<file path="src/hcbd_pkg.sv">
// Shared types and constants of the chunked body decoder.
package hcbd_pkg;

  // Parser phase of the body.
  typedef enum logic [3:0] {
    PH_SIZE     = 4'd0,
    PH_EXT      = 4'd1,
    PH_DATA     = 4'd2,
    PH_DATA_EOL = 4'd3,
    PH_TRAILER  = 4'd4,
    PH_DONE     = 4'd5,
    PH_ERROR    = 4'd6
  } phase_e;

  // Result kind reported for each input byte.
  typedef enum logic [2:0] {
    KIND_FRAME   = 3'd0,
    KIND_PAYLOAD = 3'd1,
    KIND_END     = 3'd2,
    KIND_ERROR   = 3'd3,
    KIND_IGNORED = 3'd4
  } kind_e;

  localparam int unsigned LimitW = 17;
  localparam int unsigned SizeW  = 64;

  localparam logic [LimitW-1:0] SizeLimitReset    = LimitW'(1024);
  localparam logic [LimitW-1:0] TrailerLimitReset = LimitW'(64 * 1024);

  localparam logic [7:0] ByteCr   = 8'h0D;
  localparam logic [7:0] ByteLf   = 8'h0A;
  localparam logic [7:0] ByteSemi = 8'h3B;

  // Register byte addresses.
  localparam logic [2:0] AddrSizeLimit    = 3'd0;
  localparam logic [2:0] AddrTrailerLimit = 3'd4;

  // Result of one decode step.
  typedef struct packed {
    logic [7:0] out_byte;
    kind_e      kind;
    logic       chunk_last;
  } hcbd_res_t;

endpackage

</file>
<file path="src/http_chunked_body_decoder.sv">
// Top level of the HTTP chunked body decoder.
//
// Raw body bytes enter on the s_axis stream, one byte per request. Every
// byte yields exactly one result request on m_axis: tdata carries the
// payload byte (zero unless the kind is payload), tuser the kind (framing,
// payload, end of body, error, ignored) and tlast marks the last payload
// byte of a chunk.
// A byte goes from input handshake to result valid through one input
// register, then the decode step into the result register. Throughput is
// one byte per cycle while the receiver does not stall; the size update,
// payload count and line-length check all finish in the single decode step.
// Reset clears the parser to the start of a size line and restores the line
// limits (size line 1024, trailer line 65536). Limits are written through the APB
// port at 0x0 and 0x4; the user must write them only while the stream is idle, as the block does not enforce it.
// When the receiver stalls, the result register holds, the decode step
// waits and one more byte is still taken into the input register; after
// that s_axis_tready drops until the result is taken.
// After an error or the end of body every further byte reports ignored
// until reset.
module http_chunked_body_decoder import hcbd_pkg::*; (
  input  logic        clk_i,
  input  logic        rst_ni,
  // Input stream
  input  logic        s_axis_tvalid,
  output logic        s_axis_tready,
  input  logic [7:0]  s_axis_tdata,   // [7:0] in_byte
  // Result stream
  output logic        m_axis_tvalid,
  input  logic        m_axis_tready,
  output logic [7:0]  m_axis_tdata,   // [7:0] out_byte
  output logic [2:0]  m_axis_tuser,   // [2:0] kind
  output logic        m_axis_tlast,   // chunk_last
  // Configuration
  input  logic        psel,
  input  logic        penable,
  input  logic        pwrite,
  input  logic [2:0]  paddr,
  input  logic [31:0] pwdata,
  output logic [31:0] prdata,
  output logic        pready
);

  logic [LimitW-1:0] size_lim_q, trl_lim_q;
  logic              in_valid_q;
  logic [7:0]        in_byte_q;
  logic              out_valid_q;
  hcbd_res_t         out_q;
  hcbd_res_t         res;
  logic              out_free, step, in_acc, cfg_wr;

  // Register access
  assign pready = 1'b1;
  assign cfg_wr = psel & penable & pwrite;
  assign prdata = paddr[2] ? {{(32-LimitW){1'b0}}, trl_lim_q}
                           : {{(32-LimitW){1'b0}}, size_lim_q};

  always_ff @(posedge clk_i or negedge rst_ni) begin
    if (!rst_ni) begin
      size_lim_q <= SizeLimitReset;
      trl_lim_q  <= TrailerLimitReset;
    end else if (cfg_wr) begin
      if (paddr[2] == AddrTrailerLimit[2]) begin
        trl_lim_q <= pwdata[LimitW-1:0];
      end else begin
        size_lim_q <= pwdata[LimitW-1:0];
      end
    end
  end

  // Stage control
  assign out_free      = !out_valid_q || m_axis_tready;
  assign step          = in_valid_q && out_free;
  assign s_axis_tready = !in_valid_q || step;
  assign in_acc        = s_axis_tvalid && s_axis_tready;

  // Input register
  always_ff @(posedge clk_i or negedge rst_ni) begin
    if (!rst_ni) begin
      in_valid_q <= 1'b0;
    end else if (in_acc) begin
      in_valid_q <= 1'b1;
    end else if (step) begin
      in_valid_q <= 1'b0;
    end
  end

  always_ff @(posedge clk_i) begin
    if (in_acc) begin
      in_byte_q <= s_axis_tdata;
    end
  end

  hcbd_core u_core (
    .clk_i           (clk_i),
    .rst_ni          (rst_ni),
    .step_i          (step),
    .in_byte_i       (in_byte_q),
    .size_limit_i    (size_lim_q),
    .trailer_limit_i (trl_lim_q),
    .res_o           (res)
  );

  // Result register
  always_ff @(posedge clk_i or negedge rst_ni) begin
    if (!rst_ni) begin
      out_valid_q <= 1'b0;
    end else if (step) begin
      out_valid_q <= 1'b1;
    end else if (m_axis_tready) begin
      out_valid_q <= 1'b0;
    end
  end

  always_ff @(posedge clk_i) begin
    if (step) begin
      out_q <= res;
    end
  end

  assign m_axis_tvalid = out_valid_q;
  assign m_axis_tdata  = out_q.out_byte;
  assign m_axis_tuser  = out_q.kind;
  assign m_axis_tlast  = out_q.chunk_last;

endmodule

</file>
<file path="src/hcbd_core.sv">
// Decoder state and per-byte decode step.
module hcbd_core import hcbd_pkg::*; (
  input  logic              clk_i,
  input  logic              rst_ni,
  input  logic              step_i,
  input  logic [7:0]        in_byte_i,
  input  logic [LimitW-1:0] size_limit_i,
  input  logic [LimitW-1:0] trailer_limit_i,
  output hcbd_res_t         res_o
);

  typedef struct packed {
    logic              ok;
    phase_e            phase;
    logic [SizeW-1:0]  rem;
    logic [LimitW-1:0] cnt;
    logic              digit;
  } line_st_t;

  phase_e            phase_q, phase_d;
  logic [SizeW-1:0]  rem_q, rem_d;
  logic [LimitW-1:0] cnt_q, cnt_d;
  logic              digit_q, digit_d;
  logic              crp_q, crp_d;

  line_st_t s0, s1, s2, sc;

  // Map an ASCII hex digit to its value; valid flag in the top bit.
  function automatic logic [4:0] hex_val(logic [7:0] c);
    logic [4:0] r;
    r = 5'd0;
    if (c >= 8'h30 && c <= 8'h39) begin
      r = {1'b1, 4'(c - 8'h30)};
    end else if (c >= 8'h41 && c <= 8'h46) begin
      r = {1'b1, 4'(c - 8'h41 + 8'd10)};
    end else if (c >= 8'h61 && c <= 8'h66) begin
      r = {1'b1, 4'(c - 8'h61 + 8'd10)};
    end
    return r;
  endfunction

  // Take one content byte of a line.
  function automatic line_st_t content(line_st_t s, logic [7:0] c,
                                       logic [LimitW-1:0] szlim,
                                       logic [LimitW-1:0] trlim);
    line_st_t          r;
    logic [LimitW-1:0] lim;
    logic [4:0]        hv;
    r   = s;
    lim = (s.phase == PH_TRAILER) ? trlim : szlim;
    hv  = hex_val(c);
    if (!s.ok) begin
      r.ok = 1'b0;
    end else if (({1'b0, s.cnt} + (LimitW+1)'(1)) > {1'b0, lim}) begin
      r.ok = 1'b0;
    end else begin
      r.cnt = s.cnt + LimitW'(1);
      case (s.phase)
        PH_SIZE: begin
          if (c == ByteSemi) begin
            r.phase = PH_EXT;
          end else if (!hv[4] || s.rem[SizeW-1:SizeW-4] != 4'd0) begin
            r.ok = 1'b0;
          end else begin
            r.rem   = {s.rem[SizeW-5:0], hv[3:0]};
            r.digit = 1'b1;
          end
        end
        PH_EXT, PH_TRAILER: r.ok = 1'b1;
        default: r.ok = 1'b0;
      endcase
    end
    return r;
  endfunction

  // Chain a held CR and the new byte through the line logic.
  assign s0 = '{ok: 1'b1, phase: phase_q, rem: rem_q, cnt: cnt_q, digit: digit_q};
  assign s1 = content(s0, ByteCr, size_limit_i, trailer_limit_i);
  assign sc = crp_q ? s1 : s0;
  assign s2 = content(sc, in_byte_i, size_limit_i, trailer_limit_i);

  // Next state and result of the current byte.
  always_comb begin
    phase_d = phase_q;
    rem_d   = rem_q;
    cnt_d   = cnt_q;
    digit_d = digit_q;
    crp_d   = crp_q;
    res_o   = '{out_byte: 8'd0, kind: KIND_FRAME, chunk_last: 1'b0};
    case (phase_q)
      PH_DONE, PH_ERROR: begin
        res_o.kind = KIND_IGNORED;
      end
      PH_DATA: begin
        res_o.out_byte = in_byte_i;
        res_o.kind     = KIND_PAYLOAD;
        rem_d          = rem_q - SizeW'(1);
        if (rem_q == SizeW'(1)) begin
          res_o.chunk_last = 1'b1;
          phase_d          = PH_DATA_EOL;
          cnt_d            = '0;
          crp_d            = 1'b0;
        end
      end
      PH_SIZE, PH_EXT, PH_DATA_EOL, PH_TRAILER: begin
        if (in_byte_i == ByteLf) begin
          // End of line
          crp_d = 1'b0;
          cnt_d = '0;
          case (phase_q)
            PH_SIZE, PH_EXT: begin
              if (!digit_q) begin
                phase_d    = PH_ERROR;
                res_o.kind = KIND_ERROR;
              end else begin
                digit_d = 1'b0;
                phase_d = (rem_q == '0) ? PH_TRAILER : PH_DATA;
              end
            end
            PH_DATA_EOL: begin
              if (cnt_q != '0) begin
                phase_d    = PH_ERROR;
                res_o.kind = KIND_ERROR;
              end else begin
                phase_d = PH_SIZE;
                rem_d   = '0;
              end
            end
            default: begin
              if (cnt_q == '0) begin
                phase_d    = PH_DONE;
                res_o.kind = KIND_END;
              end
            end
          endcase
        end else if (crp_q && !s1.ok) begin
          phase_d    = PH_ERROR;
          res_o.kind = KIND_ERROR;
        end else if (in_byte_i == ByteCr) begin
          // Hold the CR until the next byte shows whether it ends the line
          crp_d   = 1'b1;
          phase_d = sc.phase;
          rem_d   = sc.rem;
          cnt_d   = sc.cnt;
          digit_d = sc.digit;
        end else if (!s2.ok) begin
          phase_d    = PH_ERROR;
          res_o.kind = KIND_ERROR;
        end else begin
          crp_d   = 1'b0;
          phase_d = s2.phase;
          rem_d   = s2.rem;
          cnt_d   = s2.cnt;
          digit_d = s2.digit;
        end
      end
      default: begin
        phase_d    = PH_ERROR;
        res_o.kind = KIND_ERROR;
      end
    endcase
  end

  // Advance the state on each decoded byte.
  always_ff @(posedge clk_i or negedge rst_ni) begin
    if (!rst_ni) begin
      phase_q <= PH_SIZE;
      rem_q   <= '0;
      cnt_q   <= '0;
      digit_q <= 1'b0;
      crp_q   <= 1'b0;
    end else if (step_i) begin
      phase_q <= phase_d;
      rem_q   <= rem_d;
      cnt_q   <= cnt_d;
      digit_q <= digit_d;
      crp_q   <= crp_d;
    end
  end

endmodule

</file>
<file path="config.mk">
export PLATFORM = sky130hd
export DESIGN_NAME = http_chunked_body_decoder
export DESIGN_NICKNAME = d
export VERILOG_FILES = /design/src/hcbd_pkg.sv /design/src/http_chunked_body_decoder.sv /design/src/hcbd_core.sv
export SDC_FILE = /design/constraint.sdc
export NUM_CORES = 1
export LEC_CHECK = 0
export ABC_AREA = 1
export ABC_CLOCK_PERIOD_IN_PS = 12190
export BUFFER_PORTS_ARGS = -buffer_cell sky130_fd_sc_hd__buf_2
export CAP_MARGIN = 10
export CELL_PAD_IN_SITES_DETAIL_PLACEMENT = 0
export CELL_PAD_IN_SITES_GLOBAL_PLACEMENT = 1
export CORE_ASPECT_RATIO = 2
export CORE_MARGIN = 1
export CORE_UTILIZATION = 47
export CTS_CLUSTER_SIZE = 14
export DETAILED_ROUTE_END_ITERATION = 12
export PLACE_DENSITY_LB_ADDON = 0.2
export REMOVE_ABC_BUFFERS = 1
export SLEW_MARGIN = 20
export SYNTH_ARGS = -nofsm -noshare
export SYNTH_HDL_FRONTEND = slang
export SYNTH_SLANG_ARGS = --single-unit
export TNS_END_PERCENT = 50
</file>
<file path="constraint.sdc">
create_clock -name clk_i -period 12.19 [get_ports clk_i]
set_input_delay 1.219 -clock clk_i [delete_from_list [all_inputs] [get_ports clk_i]]
set_output_delay 1.219 -clock clk_i [all_outputs]
set_load 0.02 [all_outputs]
</file>
; ---- After elaboration in Yosys (flattened, before gate mapping)
; Index checks and enable logic that the tools add are counted.
[op_classes]
addsub = 10
n_lt_le_gt_ge = 8
eq_ne = 20
n_mux = 73
bitwise_logic = 4
reduce_logical = 34
[op_table]
columns = op, n
row1 = two-way mux 64 bit, 8
row2 = two-way mux 86 bit, 2
row3 = two-way mux 17 bit, 8
row4 = one-hot mux 64 bit (2 select lines), 1
row5 = two-way mux 87 bit, 1
row6 = two-way mux 68 bit, 1
row7 = equality test 64 x 1 -> 1 bit (second input constant), 1
row8 = logical NOT 64 bit, 1
row9 = subtractor 64 x 1 -> 64 bit (second input constant), 1
row10 = adder 17 x 1 -> 18 bit (second input constant), 2
row11 = greater-than comparator 18 x 17 -> 1 bit, 2
row12 = adder 17 x 1 -> 17 bit (second input constant), 2
row13 = one-hot mux 17 bit (2 select lines), 1
row14 = two-way mux 4 bit, 8
row15 = two-way mux 1 bit, 24
row16 = two-way mux 18 bit, 1
row17 = logical NOT 17 bit, 1
row18 = nonzero test 17 bit, 1
row19 = equality test 4 x 3 -> 1 bit (second input constant), 4
row20 = equality test 8 x 4 -> 1 bit (second input constant), 2
row21 = greater-or-equal comparator 8 x 7 -> 1 bit (second input constant), 2
row22 = less-or-equal comparator 8 x 7 -> 1 bit (second input constant), 2
row23 = two-way mux 3 bit, 5
row24 = two-way mux 5 bit, 3
row25 = 34 further kinds, 65
[totals]
ff_bits = 143
inputBits = 50
elab_cells = 162

; ---- Longest topological paths before layout
; Gate-level depths: netlist (run 1).
[logic_depth]
depth_word = 17
mapped_depth = 50
ltp_nobuf = 47

; ---- By module
; From an unflattened synthesis (run 1), not the netlist that was laid out.
[unflattened]
cells_unflattened = 1768
area_unflattened_um2 = 11608.6
[by_module_without_submodules]
columns = module, n_inst, cells_per_inst, area_each_um2, seq_area_each_um2
row1 = hcbd_core, 1, 1514, 9130.0, 2152.1
row2 = http_chunked_body_decoder, 1, 254, 2478.6, 1503.9

; ---- Least setup slack after synthesis (run 1)
; OpenSTA, ideal clock, no wires.
[synth_path]
kind = register -> register
from = reg u_core.cnt_q[0]
to = reg u_core.rem_q[61]
arrival_time_ns = 5.385
required_time_ns = 12.073
path_slack_ns = 6.688
stages_incl_launch_ff = 46
path_buffers = 3
synth_period_minus_slack_ns = 5.502
cell_sequence = dfrtp_1 -> ha_1 -> nand2_1 -> nor2_1 -> nand2_1 -> nor3_2 -> nand3_1 -> xor2_1 -> inv_1 -> ha_1 -> nand2_1 -> nor2_1 -> nand4_1 -> or2_2 -> nand2_4 -> nand2_4 -> buf_6 -> nand2_1 -> (+10 left out) -> ha_1 -> inv_1 -> nor3_1 -> o211ai_1 -> a41oi_1 -> o21ai_0 -> nand2_1 -> nand2_1 -> a21oi_1 -> inv_1 -> nand3_2 -> nand2_1 -> nand3_1 -> nand2_2 -> buf_6 -> buf_6 -> nand3_1 -> nand2_1
[synth_via]
elab_chain_cells = 13
elab_cells_between_ends = 24
[synth_lines]
columns = element, line_no
row1 = "start, declared", hcbd_core.sv:22  ; logic [LimitW-1:0] cnt_q, cnt_d;
row2 = "start signal, assigned", hcbd_core.sv:175  ; cnt_q <= cnt_d;
row3 = adder 17 x 1 -> 18 bit, hcbd_core.sv:54  ; end else if (({1'b0, s.cnt} + (LimitW+1)'(1)) > {1'b0, lim}) begin
row4 = greater-than comparator 18 x 17 -> 1 bit, hcbd_core.sv:54
row5 = two-way mux 18 bit, hcbd_core.sv:54
row6 = two-way mux 87 bit, hcbd_core.sv:79  ; assign sc = crp_q ? s1 : s0;
row7 = adder 17 x 1 -> 18 bit, hcbd_core.sv:54
row8 = greater-than comparator 18 x 17 -> 1 bit, hcbd_core.sv:54
row9 = two-way mux 86 bit, hcbd_core.sv:54
row10 = two-way mux 86 bit, hcbd_core.sv:52  ; if (!s.ok) begin
row11 = two-way mux 64 bit, hcbd_core.sv:146  ; end else if (!s2.ok) begin
row12 = two-way mux 64 bit, hcbd_core.sv:139  ; end else if (in_byte_i == ByteCr) begin
row13 = two-way mux 64 bit, hcbd_core.sv:136  ; end else if (crp_q && !s1.ok) begin
row14 = two-way mux 64 bit, hcbd_core.sv:106  ; if (in_byte_i == ByteLf) begin
row15 = one-hot mux 64 bit (2 select lines), hcbd_core.sv:90  ; case (phase_q)
row16 = "end signal, assigned", hcbd_core.sv:174  ; rem_q <= rem_d;
row17 = "end, declared", hcbd_core.sv:21  ; logic [SizeW-1:0] rem_q, rem_d;
; Parallel ways exist; a longest one is shown, timed or not. The select of a mux whose other input is x is not followed.
; A chain may end at the register's enable or synchronous reset.

; ---- Worst setup path in the final report (run 1)
[layout_path]
from = reg u_core.phase_q[1]
to = reg u_core.rem_q[8]
[layout_via]
elab_chain_cells = 14
elab_cells_between_ends = 39
[layout_lines]
columns = element, line_no
row1 = "start, declared", hcbd_core.sv:20  ; phase_e phase_q, phase_d;
row2 = "start signal, assigned", hcbd_core.sv:173  ; phase_q <= phase_d;
row3 = equality test 4 x 3 -> 1 bit, "hcbd_core.sv:50, hcbd_core.sv:58, hcbd_core.sv:90"
row4 = two-way mux 17 bit, hcbd_core.sv:50  ; lim = (s.phase == PH_TRAILER) ? trlim : szlim;
row5 = greater-than comparator 18 x 17 -> 1 bit, hcbd_core.sv:54
row6 = two-way mux 18 bit, hcbd_core.sv:54
row7 = two-way mux 87 bit, hcbd_core.sv:79
row8 = adder 17 x 1 -> 18 bit, hcbd_core.sv:54
row9 = greater-than comparator 18 x 17 -> 1 bit, hcbd_core.sv:54
row10 = two-way mux 86 bit, hcbd_core.sv:54
row11 = two-way mux 86 bit, hcbd_core.sv:52
row12 = two-way mux 64 bit, hcbd_core.sv:146
row13 = two-way mux 64 bit, hcbd_core.sv:139
row14 = two-way mux 64 bit, hcbd_core.sv:136
row15 = two-way mux 64 bit, hcbd_core.sv:106
row16 = one-hot mux 64 bit (2 select lines), hcbd_core.sv:90
; Parallel ways exist; a longest one is shown, timed or not. The select of a mux whose other input is x is not followed.

==> results.sh, run 1 <==
export IMPL_cellLeakagePower_nw=6.71
export IMPL_relSlewSlack_pct=36.3
export IMPL_die_h_um=223
export IMPL_finalWirelength_mm=34.8
export IMPL_post_dp_cell_area_sq_um=11900
export IMPL_fin_skew_ns=0.00638
export IMPL_fin_setup_tns_ns=0
export IMPL_met1_length_mm=12.1
export IMPL_layout_common_cells="nand2_1 (493), inv_1 (247), nor2_1 (172)"
export IMPL_cpPeakStageDelay_ns=0.71
export IMPL_cts_max_level=4
export IMPL_wire_per_inst_um=16.9
export IMPL_hold_depth=2
export IMPL_stdcell_count=2064
export IMPL_top_layer="met4"
export IMPL_yosysWarnings=0
export IMPL_cts_made_buffers=17
export IMPL_place_hpwl_mm=25.8
export IMPL_cts_tree="done"
export IMPL_seq_area_sq_um=3660
export IMPL_synth_edf_count=20
export IMPL_drc_errors=0
export IMPL_met2_length_mm=19.7
export IMPL_rr_worst_depth=42
export IMPL_ys_flop_type="dfrtp_1"
export IMPL_drtPass1Iterations=5
export IMPL_path_class="reg -> reg"
export IMPL_cts_root_buf="clkbuf_16"
export IMPL_path_clk_slew_ns=0.06
export IMPL_power_total_mw=3.09
export IMPL_p_sw_share_pct=53.3
export IMPL_die_width_um=113
export IMPL_cts_buffer_depth=2
export IMPL_max_cap_violations=0
export IMPL_worst_pin_slew_ns=0.946
export IMPL_ant_nets=0
export IMPL_post_cts_buffers=0
export IMPL_power_density_nw_per_um2=247
export IMPL_clkPwrFrac_pct=17.7
export IMPL_crit_family="simple AND/OR/NAND/NOR gates"
export IMPL_hold_buffers=0
export IMPL_grt_pass1_vias=10900
export IMPL_gp_congestion=0.904
export IMPL_place_inst=2032
export IMPL_dp_worst_setup_slack_ns=4.02
export IMPL_syn_inst=1733
export IMPL_dr_wl_met3_um=754
export IMPL_postLayoutCellArea_sq_um=12500
export IMPL_drtIter0Drc=535
export IMPL_cts_resized=0
export IMPL_n_fill_cell=2474
export IMPL_grtUsageTotal_pct=28.8
export IMPL_post_route_period_util_pct=66.5
export IMPL_row_count=80
export IMPL_startpoint_type="flop"
export IMPL_drive_gt1_share_pct=10.7
export IMPL_vias=11100
export IMPL_gr_total_overflow=0
export IMPL_required_ns=12.58
export IMPL_final_nets=1857
export IMPL_pwr_share_seq_pct=24.5
export IMPL_detail_route_vias_per_cell=5.36
export IMPL_p_int_mw=1.44
export IMPL_timing_final_ws_setup_ns=4.08
export IMPL_pin_count=97
export IMPL_setup_viol=0
export IMPL_rsz0062_at_grt="false"
export IMPL_final_common_cell="nand2_1"
export IMPL_irDropWorstVdd_v=0.000254
export IMPL_diodes=0
export IMPL_max_freq_mhz=123
export IMPL_start_util_pct=48.1
export IMPL_grt_pass1_wl_mm=55.1
export IMPL_async_reset_ff_share_pct=85.9
export IMPL_multi_input_area_sq_um=6540
export IMPL_die_area_sq_um=25200
export IMPL_syn_area_per_cell_sq_um=6.64
export IMPL_power_frac_comb_pct=57.8
export IMPL_worstPathMaxFanout=64
export IMPL_critical_path_cell_count=42
export IMPL_period_needed_ns=8.11
export IMPL_syn_area_sq_um=11500
export IMPL_syn2layout_area_growth_pct=8.63
export IMPL_hold_path_class="reg -> reg"
export IMPL_clock_sinks=142
export IMPL_worst_setup_path_end_kind="flop"
export IMPL_clkLatencyLatePin_ns=0.45
export IMPL_ys_seq_area_share_pct=31.8
export IMPL_antenna_found_initial=0
export IMPL_cp_common_cell="nand2_1"
export IMPL_synth_seq_cells=142
export IMPL_critPathBufInv=6
export IMPL_grt_max_degree=77
export IMPL_p_switching_mw=1.64
export IMPL_core_sq_um=23900
export IMPL_hold_violations=0
export IMPL_status="finished, final reports clean"
export IMPL_io_buffers=63
export IMPL_synth_cell_types=51
export IMPL_worst_path_max_delay_cell="nand2_4"
export IMPL_cp_arrival_ns=8.50
export IMPL_drv_slew=0
-- registers in the layout, summed over array words and instances (netlist names) --
name and flops:
trl_lim_q 17, in_valid_q 1, m_axis_tdata 8, m_axis_tuser 3
size_lim_q 17, u_core.crp_q 1, m_axis_tlast 1, u_core.digit_q 1
u_core.phase_q 3, in_byte_q 8, u_core.cnt_q 17, u_core.rem_q 64
m_axis_tvalid 1
-- worst min-delay path: cells and delay by family (launching register included) --
kind / cells / cell delay (ns)
simple gates: 2 / 0.10
flops: 1 / 0.35
-- path summary, 6_finish.rpt --
check                                         startpoint                           end  slack [ns]
setup reg to reg           u_core.phase_q[1]$_DFFE_PN0P_   u_core.rem_q[8]$_DFFE_PN0P_        4.08
setup / recovery           u_core.phase_q[1]$_DFFE_PN0P_   u_core.rem_q[8]$_DFFE_PN0P_        4.08
max in group asynchronous                         rst_ni  u_core.rem_q[33]$_DFFE_PN0P_       10.19
hold / removal                u_core.digit_q$_DFFE_PN0P_    u_core.digit_q$_DFFE_PN0P_        0.48
min in group asynchronous                         rst_ni     size_lim_q[7]$_DFFE_PN0P_        0.81
hold reg to reg               u_core.digit_q$_DFFE_PN0P_    u_core.digit_q$_DFFE_PN0P_        0.48
-- layout make-up --
class                      count  share of cell area (%)
clock buffer                  19                    3.54
inverter                     250                    7.50
timing repair buffer          74                    3.23
clock inverter                13                    1.32
sequential                   142                    29.2
tap                          287                    2.87
multi-input combinational   1279                    52.3
-- per-stage QoR --
stage / hold slack (ns) / utilization [%]
6_report: 0.482 / 52.3
5_1_grt: 0.497 / 52.3
2_1_floorplan: 0.442 / -
3_3_place_gp: 0.453 / 49.7
4_1_cts: 0.476 / 52.3
3_5_place_dp: 0.458 / 49.7
-- layer usage --
layer	vias to the layer above	global-route usage (%)
li1	5581	-
met1	5148	26.4
met2	215	57.1
met3	115	3.59
met4	0	19.7
met5	-	0
-- power by group through the flow --
stage | clock (mW) | combinational [mW] | sequential, mW
finish | 0.546 | 1.78 | 0.757
global route | 0.573 | 2.00 | 0.775
CTS | 0.558 | 1.79 | 0.755
detailed placement | 0 | 1.78 | 0.762
global placement | 0 | 1.76 | 0.761
floorplan | 0 | 1.24 | 0.731
-- logic make-up (layout without fill, tap and decap cells) --
group | after synthesis | after routing | share of synthesized area (%)
AOI/OAI and AO/OA | 236 | 236 | 10.8
xor gates and xnor gates | 47 | 47 | 3.58
adders and majority gates | 43 | 43 | 4.67
buffers and inverters | 326 | 356 | 12.0
DFF | 142 | 142 | 31.8
other | 2 | 16 | 0.0652
and+or+nand+nor | 937 | 937 | 37.1
-- cells in the mapped netlist (2+ instances only) --
cell type  count  area (sq um)
nand3_2       48           480
edfxtp_1      20           601
dfstp_2        2          52.6
o21ai_2        3          26.3
inv_1        247           927
nand2_2        5          31.3
xnor2_1        6          52.6
nor3_1        34           170
conb_1         2          7.51
o21bai_1       2          15.0
nand3_1      116           581
nand4_2        4          50.1
buf_6         10           113
dfrtp_1      120          3000
nor4_1        15          93.8
nand4_1       24           150
nor2_1       175           657
ha_1          43           538
o21a_1         2          15.0
nand2_1      493          1850
buf_2         10          50.1
o21ai_0      156           781
nor3_2         2          20.0
buf_4         20           150
inv_2          2          7.51
o21ai_1       20           100
nand3b_1       2          15.0
nor2_2         6          37.5
clkbuf_1      31           116
a211oi_1       3          22.5
buf_1          5          18.8
nand2_4        4          45.0
xor2_1        41           359
or2_2          2          12.5
and3_1         2          12.5
a21oi_1       41           205
No activity file was read; power rests on OpenSTA's default activity.
==> run 2, diff against run 1 <==
--- a/config.mk
+++ b/config.mk
@@ -6,14 +6,14 @@
 export NUM_CORES = 1
 export LEC_CHECK = 0
 export ABC_AREA = 1
-export ABC_CLOCK_PERIOD_IN_PS = 12190
+export ABC_CLOCK_PERIOD_IN_PS = 8200
 export BUFFER_PORTS_ARGS = -buffer_cell sky130_fd_sc_hd__buf_2
 export CAP_MARGIN = 10
 export CELL_PAD_IN_SITES_DETAIL_PLACEMENT = 0
 export CELL_PAD_IN_SITES_GLOBAL_PLACEMENT = 1
 export CORE_ASPECT_RATIO = 2
 export CORE_MARGIN = 1
-export CORE_UTILIZATION = 47
+export CORE_UTILIZATION = 44
 export CTS_CLUSTER_SIZE = 14
 export DETAILED_ROUTE_END_ITERATION = 12
 export PLACE_DENSITY_LB_ADDON = 0.2
==> constraint.sdc (replaced) <==
create_clock -name clk_i -period 8.2 [get_ports clk_i]
set_input_delay 0.82 -clock clk_i [delete_from_list [all_inputs] [get_ports clk_i]]
set_output_delay 0.82 -clock clk_i [all_outputs]
set_load 0.02 [all_outputs]
==> run 2 against run 1 <==
Flip-flop and latch count stayed put. Register-to-register slack lost 3.2 ns. Utilization decreased by 2.2 points. Largest power group unchanged. Clock skew up 0.0028 ns. Fmax increased by 11%. Sequential share of layout area shrank 0.75 points. First-iteration DRC count rose by 19%.
==> results.sh, run 2 (same netlist as run 1, synthesis figures left out) <==
export IMPL_status="finished, final reports clean"
export IMPL_timing_rr_end="u_core.rem_q[48]$_DFFE_PN0P_"
export IMPL_max_cap_violations=0
export IMPL_drtIter0Drc=638
export IMPL_worst_path_max_delay_cell="nor2_2"
export IMPL_drv_slew=0
export IMPL_regToRegStartpoint="u_core.phase_q[1]$_DFFE_PN0P_"
export IMPL_drc_errors=0
export IMPL_clkLatencyLatePin_ns=0.45
export IMPL_worst_setup_path_end_kind="flop"
export IMPL_startpoint_type="flop"
export IMPL_final_common_cell="nand2_1"
export IMPL_cp_arrival_ns=7.71
export IMPL_seq_area_sq_um=3660
export IMPL_fin_util_pct=50.0
export IMPL_largest_reg_flops=64
export IMPL_grtUsageTotal_pct=28.7
export IMPL_detail_route_vias_per_cell=5.21
export IMPL_cts_buffer_depth=2
export IMPL_place_hpwl_mm=27.1
export IMPL_power_density_nw_per_um2=371
export IMPL_cp_common_cell="nand2_1"
export IMPL_die_area_sq_um=26900
export IMPL_pin_count=97
export IMPL_gp_congestion=0.928
export IMPL_fin_setup_tns_ns=0
export IMPL_die_h_um=231
export IMPL_drive_gt1_share_pct=11.7
export IMPL_syn2layout_area_growth_pct=11.5
export IMPL_period_needed_ns=7.33
export IMPL_cts_made_buffers=17
export IMPL_post_route_period_util_pct=89.4
export IMPL_row_count=83
export IMPL_irDropWorstVdd_v=0.000238
export IMPL_rrSetupSlack_ns=0.87
export IMPL_rr_worst_depth=42
export IMPL_die_width_um=116
export IMPL_grt_pass1_vias=11000
export IMPL_worst_pin_slew_ns=1.06
export IMPL_post_cts_buffers=0
export IMPL_gr_total_overflow=0
export IMPL_grt_max_degree=69
export IMPL_start_util_pct=44.9
export IMPL_vias=11100
export IMPL_fin_skew_ns=0.00918
export IMPL_crit_end="u_core.rem_q[48]$_DFFE_PN0P_"
export IMPL_drtPass1Iterations=5
export IMPL_cts_max_level=4
export IMPL_cts_tree="done"
export IMPL_path_class="reg -> reg"
export IMPL_worstPathMaxFanout=19
export IMPL_cts_root_buf="clkbuf_16"
export IMPL_final_nets=1878
export IMPL_grt_pass1_wl_mm=57.8
export IMPL_multi_input_area_sq_um=6540
export IMPL_finalWirelength_mm=36.1
export IMPL_max_freq_mhz=136
export IMPL_required_ns=8.58
export IMPL_relSlewSlack_pct=28.4
export IMPL_layout_common_cells="nand2_1 (493), inv_1 (247), nor2_1 (172)"
export IMPL_crit_path_start="u_core.phase_q[1]$_DFFE_PN0P_"
export IMPL_io_buffers=63
export IMPL_rsz0062_at_grt="false"
export IMPL_ant_nets=0
export IMPL_setup_viol=0
export IMPL_hold_path_class="in -> async"
export IMPL_cts_resized=0
export IMPL_wire_per_inst_um=16.9
export IMPL_hold_buffers=0
export IMPL_n_fill_cell=2739
export IMPL_clock_sinks=142
export IMPL_hold_violations=0
export IMPL_cellLeakagePower_nw=6.85
export IMPL_core_sq_um=25700
export IMPL_path_clk_slew_ns=0.06
export IMPL_cpPeakStageDelay_ns=0.55
export IMPL_top_register="u_core.rem_q"
export IMPL_antenna_found_initial=1
run 2: where the power goes:
| part | internal (mW) | switching, mW |
|---|---|---|
| clock | 0.509 | 0.328 |
| combinational | 0.856 | 1.95 |
| sequential | 0.907 | 0.217 |
| total | 2.27 | 2.49 |
run 2: cell type report:
class / count / area share [%]
Sequential cell: 142 / 28.5
Multi-Input combinational cell: 1279 / 51.0
Timing Repair Buffer: 95 / 5.06
Antenna cell: 1 / 0.0195
Tap cell: 340 / 3.31
Clock inverter: 14 / 1.51
Inverter: 250 / 7.31
Clock buffer: 18 / 3.34
run 2: worst max-delay path, delay by kind of cell, from the launching register on:
kind,cells,cell delay (ns)
flops,1,0.40
fa+ha+maj,2,0.49
buf+inv,10,1.64
xor+xnor,1,0.23
simple gates,22,3.29
compound gates,7,1.18
run 2: worst min path at each step:
stage	to	slack, ns	depth (start not counted)
2_1_floorplan	u_core.digit_q$_DFFE_PN0P_	0.44	2
3_3_place_gp	u_core.rem_q[1]$_DFFE_PN0P_	0.45	2
4_1_cts	size_lim_q[3]$_DFFE_PN0P_	0.42	1
5_1_grt	size_lim_q[6]$_DFFE_PN0P_	0.42	1
6_report	size_lim_q[6]$_DFFE_PN0P_	0.36	1
3_5_place_dp	u_core.rem_q[1]$_DFFE_PN0P_	0.47	2
run 2: stage by stage:
step | total power, mW | cells | area [sq um] | setup slack (ns) | hold slack, ns
floorplan | 2.93 | 1671 | 11100 | 1.49 | 0.442
global placement | 3.92 | 2106 | 12200 | 1.08 | 0.454
detailed placement | 3.94 | 2106 | 12200 | 1.06 | 0.466
CTS | 4.79 | 2138 | 12800 | 1.03 | 0.417
global route | 5.17 | 2139 | 12800 | 0.317 | 0.418
finish | 4.77 | 2139 | 12800 | 0.866 | 0.364
run 2: layer usage:
metal  vias to the layer above  share of wire [%]  track usage (%)
li1                       5631                  -                -
met1                      5207                 35             27.4
met2                       211                 57             55.5
met3                       100                2.6             4.10
met4                         0                5.9             17.2
met5                         -                  0                0
